### config.mk
export PLATFORM = sky130hd
export DESIGN_NAME = range_sensor_serial_reader
export DESIGN_NICKNAME = d
export VERILOG_FILES = /design/src/rtl/rsr_pkg.sv /design/src/rtl/rsr_core.sv /design/src/rtl/range_sensor_serial_reader.sv
export SDC_FILE = /design/constraint.sdc
export NUM_CORES = 1
export LEC_CHECK = 0
export BUFFER_PORTS_ARGS = -buffer_cell sky130_fd_sc_hd__buf_2
export CORE_ASPECT_RATIO = 2
export CORE_MARGIN = 8
export CORE_UTILIZATION = 58
export DETAILED_ROUTE_END_ITERATION = 8
export PLACE_DENSITY = 0.79
export SYNTH_ARGS = -nofsm -noshare
export SYNTH_HDL_FRONTEND = slang
export SYNTH_SLANG_ARGS = --single-unit
### constraint.sdc
create_clock -name clock -period 4.5 [get_ports clock]
set_clock_uncertainty 0.05 [all_clocks]
set_input_delay 0.9 -clock clock [delete_from_list [all_inputs] [get_ports clock]]
set_output_delay 0.9 -clock clock [all_outputs]
set_load 0.02 [all_outputs]
### src/rtl/rsr_pkg.sv
package rsr_pkg;

   localparam int unsigned DistWidth = 16;
   localparam int unsigned DutyWidth = 10;
   localparam int unsigned ByteWidth = 8;
   localparam int unsigned CsrIndexWidth = 1;
   localparam int unsigned CsrDataWidth = 1;
   localparam int unsigned RspDataWidth = 32;

   localparam logic [ByteWidth-1:0] CharStart = 8'h52;
   localparam logic [ByteWidth-1:0] CharCr = 8'h0D;
   localparam logic [ByteWidth-1:0] CharZero = 8'h30;
   localparam logic [ByteWidth-1:0] CharNine = 8'h39;

   localparam logic [1:0] HoldLen = 2'd2;
   localparam logic [1:0] HoldMax = 2'd3;

   localparam logic [DistWidth-1:0] DistMax = 16'hFFFF;
   localparam logic [DistWidth-1:0] LedOffset = 16'd300;
   localparam logic [DistWidth-1:0] LedTop = 16'd1300;
   localparam logic [DutyWidth-1:0] LedFull = 10'd1000;

   localparam logic [CsrIndexWidth-1:0] CsrTenHzMode = 1'b0;
   localparam logic [CsrIndexWidth-1:0] CsrSensorEnable = 1'b1;

   localparam logic ModeByte = 1'b0;
   localparam logic ModeTick = 1'b1;

   typedef struct packed {
      logic [DutyWidth-1:0] led_duty;
      logic                 enable_pin;
      logic                 distance_updated;
      logic [DistWidth-1:0] distance;
   } rsr_result_type;

   function automatic logic [DutyWidth-1:0] led_duty_of(input logic [DistWidth-1:0] d);
      logic [DistWidth-1:0] diff;
      logic [DutyWidth-1:0] duty;
      diff = LedTop - d;
      if (d <= LedOffset) begin
         duty = LedFull;
      end else if (d >= LedTop) begin
         duty = '0;
      end else begin
         duty = diff[DutyWidth-1:0];
      end
      return duty;
   endfunction

endpackage

### src/rtl/rsr_core.sv
module rsr_core
   import rsr_pkg::*;
(
   input  logic                     clock,
   input  logic                     reset,
   input  logic                     csr_wr_en,
   input  logic [CsrIndexWidth-1:0] csr_index,
   input  logic [CsrDataWidth-1:0]  csr_wdata,
   input  logic                     step,
   input  logic                     mode,
   input  logic [ByteWidth-1:0]     rx_byte,
   output rsr_result_type           result
);

   logic                 ten_hz_ff, ten_hz_in;
   logic                 sensor_en_ff, sensor_en_in;
   logic                 in_frame_ff, in_frame_in;
   logic [DistWidth-1:0] acc_ff, acc_in;
   logic [DistWidth-1:0] dist_ff, dist_in;
   logic                 hold_active_ff, hold_active_in;
   logic [1:0]           hold_ticks_ff, hold_ticks_in;
   logic                 enable_ff, enable_in;
   logic                 updated;
   logic [DistWidth+4:0] acc_sum;
   logic [1:0]           ticks_inc;
   logic [ByteWidth-1:0] digit;

   always_comb begin
      ten_hz_in = ten_hz_ff;
      sensor_en_in = sensor_en_ff;
      if (csr_wr_en) begin
         unique case (csr_index)
            CsrTenHzMode:    ten_hz_in = csr_wdata[0];
            CsrSensorEnable: sensor_en_in = csr_wdata[0];
            default: ;
         endcase
      end
   end

   assign digit = rx_byte - CharZero;
   assign acc_sum = {2'b00, acc_ff, 3'b000} + {4'b0000, acc_ff, 1'b0}
                  + {{(DistWidth+5-ByteWidth){1'b0}}, digit};
   assign ticks_inc = (hold_ticks_ff < HoldMax) ? hold_ticks_ff + 2'd1 : hold_ticks_ff;

   always_comb begin
      in_frame_in = in_frame_ff;
      acc_in = acc_ff;
      dist_in = dist_ff;
      hold_active_in = hold_active_ff;
      hold_ticks_in = hold_ticks_ff;
      enable_in = enable_ff;
      updated = 1'b0;
      if (step) begin
         if (mode == ModeByte) begin
            if (!in_frame_ff) begin
               acc_in = '0;
               if (rx_byte == CharStart) begin
                  in_frame_in = 1'b1;
                  if (ten_hz_ff) begin
                     enable_in = 1'b0;
                  end
               end
            end else if (rx_byte >= CharZero && rx_byte <= CharNine) begin
               acc_in = (acc_sum > {5'b00000, DistMax}) ? DistMax : acc_sum[DistWidth-1:0];
            end else begin
               in_frame_in = 1'b0;
               if (rx_byte == CharCr) begin
                  dist_in = acc_ff;
                  updated = 1'b1;
                  if (ten_hz_ff) begin
                     hold_active_in = 1'b1;
                     hold_ticks_in = '0;
                  end
               end
            end
         end else if (hold_active_ff) begin
            hold_ticks_in = ticks_inc;
            if (ticks_inc >= HoldLen) begin
               hold_active_in = 1'b0;
               if (sensor_en_ff) begin
                  enable_in = 1'b1;
               end
            end
         end
      end
   end

   always_comb begin
      result.distance = dist_in;
      result.distance_updated = updated;
      result.enable_pin = enable_in;
      result.led_duty = led_duty_of(dist_in);
   end

   always_ff @(posedge clock) begin
      if (reset) begin
         ten_hz_ff <= 1'b0;
         sensor_en_ff <= 1'b1;
         in_frame_ff <= 1'b0;
         acc_ff <= '0;
         dist_ff <= '0;
         hold_active_ff <= 1'b0;
         hold_ticks_ff <= '0;
         enable_ff <= 1'b1;
      end else begin
         ten_hz_ff <= ten_hz_in;
         sensor_en_ff <= sensor_en_in;
         in_frame_ff <= in_frame_in;
         acc_ff <= acc_in;
         dist_ff <= dist_in;
         hold_active_ff <= hold_active_in;
         hold_ticks_ff <= hold_ticks_in;
         enable_ff <= enable_in;
      end
   end

endmodule

### src/rtl/range_sensor_serial_reader.sv
// Parses range readings of the form 'R', decimal digits, carriage return from a stream
// of received bytes (tuser 0) and millisecond ticks (tuser 1), and gives one result beat
// per input beat: distance, update flag, enable pin level and LED duty. Each beat passes
// an input register, the parser logic and a result register, and one beat is taken every
// cycle while the result side keeps up.
module range_sensor_serial_reader
   import rsr_pkg::*;
(
   input  logic                     clock,
   input  logic                     reset,
   input  logic                     csr_wr_en,
   input  logic [CsrIndexWidth-1:0] csr_index,
   input  logic [CsrDataWidth-1:0]  csr_wdata,
   input  logic                     req_tvalid,
   output logic                     req_tready,
   input  logic [ByteWidth-1:0]     req_tdata,   // rx_byte
   input  logic                     req_tuser,   // mode
   output logic                     rsp_tvalid,
   input  logic                     rsp_tready,
   // distance[15:0], distance_updated[16], enable_pin[17], led_duty[27:18], zero[31:28]
   output logic [RspDataWidth-1:0]  rsp_tdata
);

   logic                 in_valid_ff, in_valid_in;
   logic                 in_mode_ff;
   logic [ByteWidth-1:0] in_byte_ff;
   logic                 out_valid_ff, out_valid_in;
   rsr_result_type       out_ff;
   rsr_result_type       result;
   logic                 advance;
   logic                 step;

   assign advance = !out_valid_ff || rsp_tready;
   assign step = in_valid_ff && advance;
   assign req_tready = !in_valid_ff || advance;
   assign in_valid_in = req_tready ? req_tvalid : in_valid_ff;
   assign out_valid_in = advance ? in_valid_ff : out_valid_ff;

   rsr_core u_core (
      .clock     (clock),
      .reset     (reset),
      .csr_wr_en (csr_wr_en),
      .csr_index (csr_index),
      .csr_wdata (csr_wdata),
      .step      (step),
      .mode      (in_mode_ff),
      .rx_byte   (in_byte_ff),
      .result    (result)
   );

   always_ff @(posedge clock) begin
      if (reset) begin
         in_valid_ff <= 1'b0;
         out_valid_ff <= 1'b0;
      end else begin
         in_valid_ff <= in_valid_in;
         out_valid_ff <= out_valid_in;
      end
   end

   // hold the beat until the parser takes it
   always_ff @(posedge clock) begin
      if (req_tready) begin
         in_mode_ff <= req_tuser;
         in_byte_ff <= req_tdata;
      end
      if (step) begin
         out_ff <= result;
      end
   end

   assign rsp_tvalid = out_valid_ff;
   assign rsp_tdata = {{(RspDataWidth-$bits(rsr_result_type)){1'b0}}, out_ff};

endmodule
==> results of run 1 <==
routing by layer:
metal  GRT usage (%)  wire length [µm]  vias to the layer above
li1                -                 -                     1550
met1            17.4              3380                     1436
met2            30.7              4520                       89
met3            5.46               471                       14
met4            7.54               192                        0
met5               0                 0                        -
cells in the final DEF, fill, tap and decap left out, types with 4 or more instances in the layout:
cell / count
a21o_1: 4
a21oi_1: 23
a221o_1: 16
buf_2: 45
buf_4: 4
clkbuf_16: 11
conb_1: 4
dfxtp_1: 41
edfxtp_1: 37
ha_1: 25
inv_1: 24
mux2i_1: 14
nand2_1: 14
nand2b_1: 9
nand3_1: 5
nor2_1: 41
nor2b_1: 8
nor3_1: 10
o21a_1: 9
o21ai_0: 16
o31ai_1: 5
or3_1: 4
xnor2_1: 19
xor2_1: 9
sequential cells by signal, indices dropped and copies added, names as in the netlist:
register               cells
in_valid_ff                1
u_core.acc_ff             16
rsp_tdata                 28
u_core.dist_ff            16
u_core.enable_ff           1
rsp_tvalid                 1
in_mode_ff                 1
u_core.in_frame_ff         1
u_core.ten_hz_ff           1
u_core.hold_ticks_ff       2
in_byte_ff                 8
u_core.hold_active_ff      1
u_core.sensor_en_ff        1
worst max-delay path by stage:
stage,from,endpoint,slack (ps),cells after the start
finish,u_core.acc_ff[2]$_SDFFE_PP0P_,u_core.acc_ff[11]$_SDFFE_PP0P_,550,16
global route,u_core.acc_ff[2]$_SDFFE_PP0P_,u_core.acc_ff[14]$_SDFFE_PP0P_,330,16
CTS,u_core.acc_ff[2]$_SDFFE_PP0P_,u_core.acc_ff[11]$_SDFFE_PP0P_,570,14
detailed placement,u_core.acc_ff[2]$_SDFFE_PP0P_,u_core.acc_ff[2]$_SDFFE_PP0P_,580,16
global placement,u_core.acc_ff[2]$_SDFFE_PP0P_,u_core.acc_ff[0]$_SDFFE_PP0P_,650,14
floorplan,u_core.acc_ff[2]$_SDFFE_PP0P_,u_core.acc_ff[10]$_SDFFE_PP0P_,820,17
tightest hold or removal path: cells and delay by family (launching register included):
kind,cells,cell delay (ps)
AOI/OAI and AO/OA,2,130
DFF,1,320
where the power goes:
part	switching, W	leakage [nW]	internal (W)	total [W]
Combinational	0.0000463	1.34	0.0000251	0.0000714
Sequential	0.00000895	0.671	0.000757	0.000766
Clock	0.000274	0.160	0.000459	0.000733
area by class of cell:
class / instances / area share [%]
sequential: 78 / 40.0
timing repair buffer: 49 / 5.28
multi-input combinational: 286 / 44.0
clock inverter: 3 / 0.389
tap: 92 / 2.38
clock buffer: 13 / 6.09
inverter: 24 / 1.87
cell usage after synthesis, drive strengths merged, types with 6 or more instances:
cell    count
clkbuf      6
inv        24
nand2      14
nor2       41
edfxtp     37
nor2b       8
buf         8
xnor2      19
xor2       10
a221o      16
mux2i      14
nand2b      9
a21oi      24
ha         25
dfxtp      41
o21ai      19
o21a        9
nor3       10
logic make-up after synthesis:
logic type,after synthesis
AOI/OAI and AO/OA,98
xor gates and xnor gates,29
adders and majority gates,27
buffers and inverters,38
DFF,78
muxes,17
other,1
and+or+nand+nor,111
through the flow:
stage,utilization [%],setup slack [ps],area [µm²]
3_5_place_dp,63.1,578,4520
5_1_grt,67.5,335,4830
4_1_cts,67.5,568,4830
3_3_place_gp,63.1,653,4520
6_report,67.5,548,4830
2_1_floorplan,-,824,4220
==> qor.yml, run 1 <==
timing.critical_path.buf_inv: 1
detail-route-antenna-nets: 0
critical_path_capture_point_type: "flip-flop"
static-leakage-power_nw: 2.17
worstPathMaxFanout: 16
clock_buffers_created_by_tritoncts: 9
port_buffers: 45
synth_seq_cells: 78
hold_buffers: 0
yosys.area.top_type_share_pct: 26.4
yosys_warnings: 0
insertion_delay_to_the_later_sink_of_the_worst_skew_pair_ps: 330
critPathKind: "reg2reg"
grt_pass1_wl_um: 14300
fp-row-count: 44
tritoncts_num_sinks: 78
gr-usage-all-layers_pct: 17.0
detailedPlacementHpwl_um: 6140
fin_nets: 491
avgSynthCellArea_um2: 10.6
post_cts.resized_instances: 0
post-route-min-period_ps: 3950
timing.critical_path.slowest_cell_delay_ps: 520
area_fraction_in_compound_gates_after_synthesis_pct: 17.5
cts_setup_buffers: 0
netlist_top_cells_area: "edfxtp_1 26%, dfxtp_1 19%, ha_1 7.4%"
globalRouteOverflowTotal: 0
ys_async_sr_fraction_pct: 0
fin_setup_tns_ps: 0
final.fill_count: 538
globalplace.congestion: 0.901
grt_antenna_before_repair: 0
setup_viol: 0
synth_area_leader_cell: "edfxtp_1"
yosys.area_share.simple_pct: 13.9
worstHoldPathCells: 2
drt_pre_antenna_iters: 5
grt_start_max_net_pins: 30
ff2ff_setup_slack_ps: 550
via_count_of_the_first_global_routing_pass: 3088
synth_xor_xnor_area_share_pct: 6.21
dieArea_um2: 10400
critical_path_required_ps: 4660
layout-drive-gt1-share_pct: 18.1
report.final.hold_viol_count: 0
insertedDiodeCount: 0
cts-htree-levels: 3
grt_setup_unrepaired: "no"
max-vdd-ir-drop_mv: 0.250
clk_path_buf_depth: 2
synthToLayoutAreaGrowth_pct: 14.6
critPathSlowestCell: "or4b_1"
fin_total_pwr_w: 0.00157
ys_seq_area_share_pct: 45.9
finalHoldWorstSlack_ps: 447
die_h_um: 137
critical_path.reg2reg.startpoint: "u_core.acc_ff[2]$_SDFFE_PP0P_"
final-max-slew-violation-count: 0
floorplan.die.width_um: 76.3
cts.reportedPaths.clkPinSlew_ps: 60
yosys.cell_types.count: 62
synth_ff_type: "dfxtp_1"
rr_endpoint: "u_core.acc_ff[11]$_SDFFE_PP0P_"
drt_drc_violations_left: 0
io-pin-count: 50
crit_path_start_kind: "flip-flop"
result_of_the_run: "finished, final reports clean"
route.detailed.vias_per_inst: 5.67
min_delay_worst_endpoint: "u_core.hold_active_ff$_SDFFE_PP0P_"
slew_headroom_pct: 28.5
first_iter_violations: 245
cell_area_synth_um2: 4210
detail_route.wirelength_um: 8560
final_cell_count_no_fill: 545
ctsRootBufferMaster: "clkbuf_16"
initial_core_utilization_pct: 58.9
dr_total_vias: 3089
synth_adder_area_share_pct: 8.38
ff_to_ff_path_depth: 16
tritoncts: "built"
worstHoldPathType: "reg2reg"
max-cap-violations: 0
wl_per_cell_um: 15.7
multi_input_area_um2: 2120
worst_hold_startpoint: "u_core.hold_active_ff$_SDFFE_PP0P_"
synthMuxAreaShare_pct: 4.13
synthCells: 399
cells_after_dpl: 529
synth_top_family_by_area: "compound AO/OA/AOI/OAI gates"
tcrit_tclk_final_pct: 87.8
crit_family: "simple AND/OR/NAND/NOR gates"
timing.fmax_mhz: 253
synth-edff-count: 37
area.sequential_um2: 1930
crit_path_cell_trace: "ha_1 -> inv_1 -> fa_1 -> nand2b_1 -> nand2b_1 -> a21oi_1 -> xnor2_1 -> ha_1 -> o21a_1 -> o32ai_1 -> or4b_1 -> nor2_1 -> nand4_1 -> mux2i_1 -> a31oi_4 -> a221o_1"
p_per_area_nw_per_um2: 325
max_slew.worst_pin.slew_ps: 1070
worst_ep_arrival_time_ps: 4110
core-area_um2: 7160
(Power assumes the default switching activity.)
==> run 2, diff against run 1 <==
==> constraint.sdc (replaced) <==
create_clock -name clock -period 4.5 [get_ports clock]
set_clock_uncertainty 0.05 [all_clocks]
set_input_delay 0.225 -clock clock [delete_from_list [all_inputs] [get_ports clock]]
set_output_delay 0.225 -clock clock [all_outputs]
set_load 0.02 [all_outputs]
==> run 2 against run 1 <==
  * Core utilization decreased by 0.72 points
  * First-iteration DRC count decreased by 4.1%
  * Critical path type unchanged
  * Non-clock buffer count decreased by 1
  * Maximum frequency decreased by 2.6%
  * Worst setup slack got worse by 110 ps
  * Cell area decreased by 1.1%
  * Total power decreased by 5.0%
  * Wire length increased by 0.46%
==> qor.yml, run 2 (synthesized netlist as in run 1, its figures left out) <==
result_of_the_run: "finished, final reports clean"
gr-usage-all-layers_pct: 17.0
hold_buffers: 0
synthToLayoutAreaGrowth_pct: 13.4
layout-drive-gt1-share_pct: 17.7
post-route-min-period_ps: 4060
post_cts.resized_instances: 0
fin_setup_tns_ps: 0
insertedDiodeCount: 0
finalHoldWorstSlack_ps: 14.1
max-vdd-ir-drop_mv: 0.222
cts.reportedPaths.clkPinSlew_ps: 60
ctsRootBufferMaster: "clkbuf_16"
max_slew.worst_pin.slew_ps: 1070
detailedPlacementHpwl_um: 6490
grt_antenna_before_repair: 0
cts_setup_buffers: 0
tritoncts_num_sinks: 78
timing.fmax_mhz: 246
drt_pre_antenna_iters: 5
cts-htree-levels: 3
core-area_um2: 7160
dr_total_vias: 3162
setup_viol: 0
detail_route.wirelength_um: 8600
grt_start_max_net_pins: 30
report.final.hold_viol_count: 0
grt_pass1_wl_um: 14600
worstPathMaxFanout: 16
final-max-slew-violation-count: 0
globalRouteOverflowTotal: 0
clk_path_buf_depth: 2
tritoncts: "built"
first_iter_violations: 235
critical_path_required_ps: 4670
static-leakage-power_nw: 2.14
crit_path_start_kind: "flip-flop"
most-common-layout-cells: "45 x buf_2, 41 x nor2_1, 41 x dfxtp_1"
tcrit_tclk_final_pct: 90.2
port_buffers: 45
io-pin-count: 50
floorplan.die.width_um: 76.3
insertion_delay_to_the_later_sink_of_the_worst_skew_pair_ps: 330
detail-route-antenna-nets: 0
largest_reg_flops: 28
via_count_of_the_first_global_routing_pass: 3177
slew_headroom_pct: 28.1
worst_ep_arrival_time_ps: 4230
p_per_area_nw_per_um2: 312
clock_buffers_created_by_tritoncts: 9
critical_path_capture_point_type: "flip-flop"
critPathKind: "reg2reg"
wl_per_cell_um: 15.8
max-cap-violations: 0
worstHoldPathType: "in2reg"
drt_drc_violations_left: 0
leading_cell_type_in_the_layout_fill_and_taps_excluded: "buf_2"
globalplace.congestion: 0.883
fin_nets: 490
dieArea_um2: 10400
initial_core_utilization_pct: 58.9
die_h_um: 137
grt_setup_unrepaired: "no"
route.detailed.vias_per_inst: 5.81
fp-row-count: 44
==> run 2: worst paths after layout <==
kind                                 startpoint                            endpoint  slack, ps  depth (start not counted)
min reg2reg  u_core.hold_active_ff$_SDFFE_PP0P_  u_core.hold_active_ff$_SDFFE_PP0P_        460                          2
max               u_core.acc_ff[2]$_SDFFE_PP0P_       u_core.acc_ff[1]$_SDFFE_PP0P_        440                         14
min                                   req_tuser                in_mode_ff$_DFFE_PP_         10                          1
max reg2reg       u_core.acc_ff[2]$_SDFFE_PP0P_       u_core.acc_ff[1]$_SDFFE_PP0P_        440                         14
==> run 2: metrics by stage <==
stage	cell area (µm²)	cells	total power [W]	setup WS (ps)	util (%)
floorplan	4220	402	0.000831	824	-
global placement	4510	528	0.000851	667	63.0
detailed placement	4510	528	0.000853	526	63.0
CTS	4780	544	0.00150	464	66.8
global route	4780	544	0.00154	84.6	66.8
finish	4780	544	0.00149	441	66.8
==> run 2: worst max-delay path: stages, from the launching register on <==
cell and delay (ps):
dfxtp_1 400, ha_1 230, inv_1 70, fa_1 480, inv_1 50, ha_1 320
nand2_1 80, o21ai_0 370, o32ai_1 190, or4b_1 520, nor2_1 200, nand4_1 140
mux2i_1 270, a31oi_4 240, a221o_1 330
==> run 2: layer usage <==
layer	part of all wire [%]	vias up	wire length, µm	global-route usage (%)
met5	0	-	0	0
met4	3.2	0	272	10.6
met3	4.5	23	386	4.14
met2	53	90	4540	30.0
met1	40	1496	3400	17.8
li1	-	1553	-	-
==> run 2: power breakdown <==
part	internal (W)	switching, W
sequential	0.000757	0.00000921
clock	0.000381	0.000272
combinational	0.0000251	0.0000465
total	0.00116	0.000328
==> run 2: area by class of cell <==
class | instances | area, µm²
multi-input cells | 286 | 2120
repair buffers | 48 | 248
well taps | 92 | 115
fillers | 584 | 2380
inverters | 24 | 90.1
flip-flops and latches | 78 | 1930
clock buffers | 11 | 236
clock inverters | 5 | 32.5
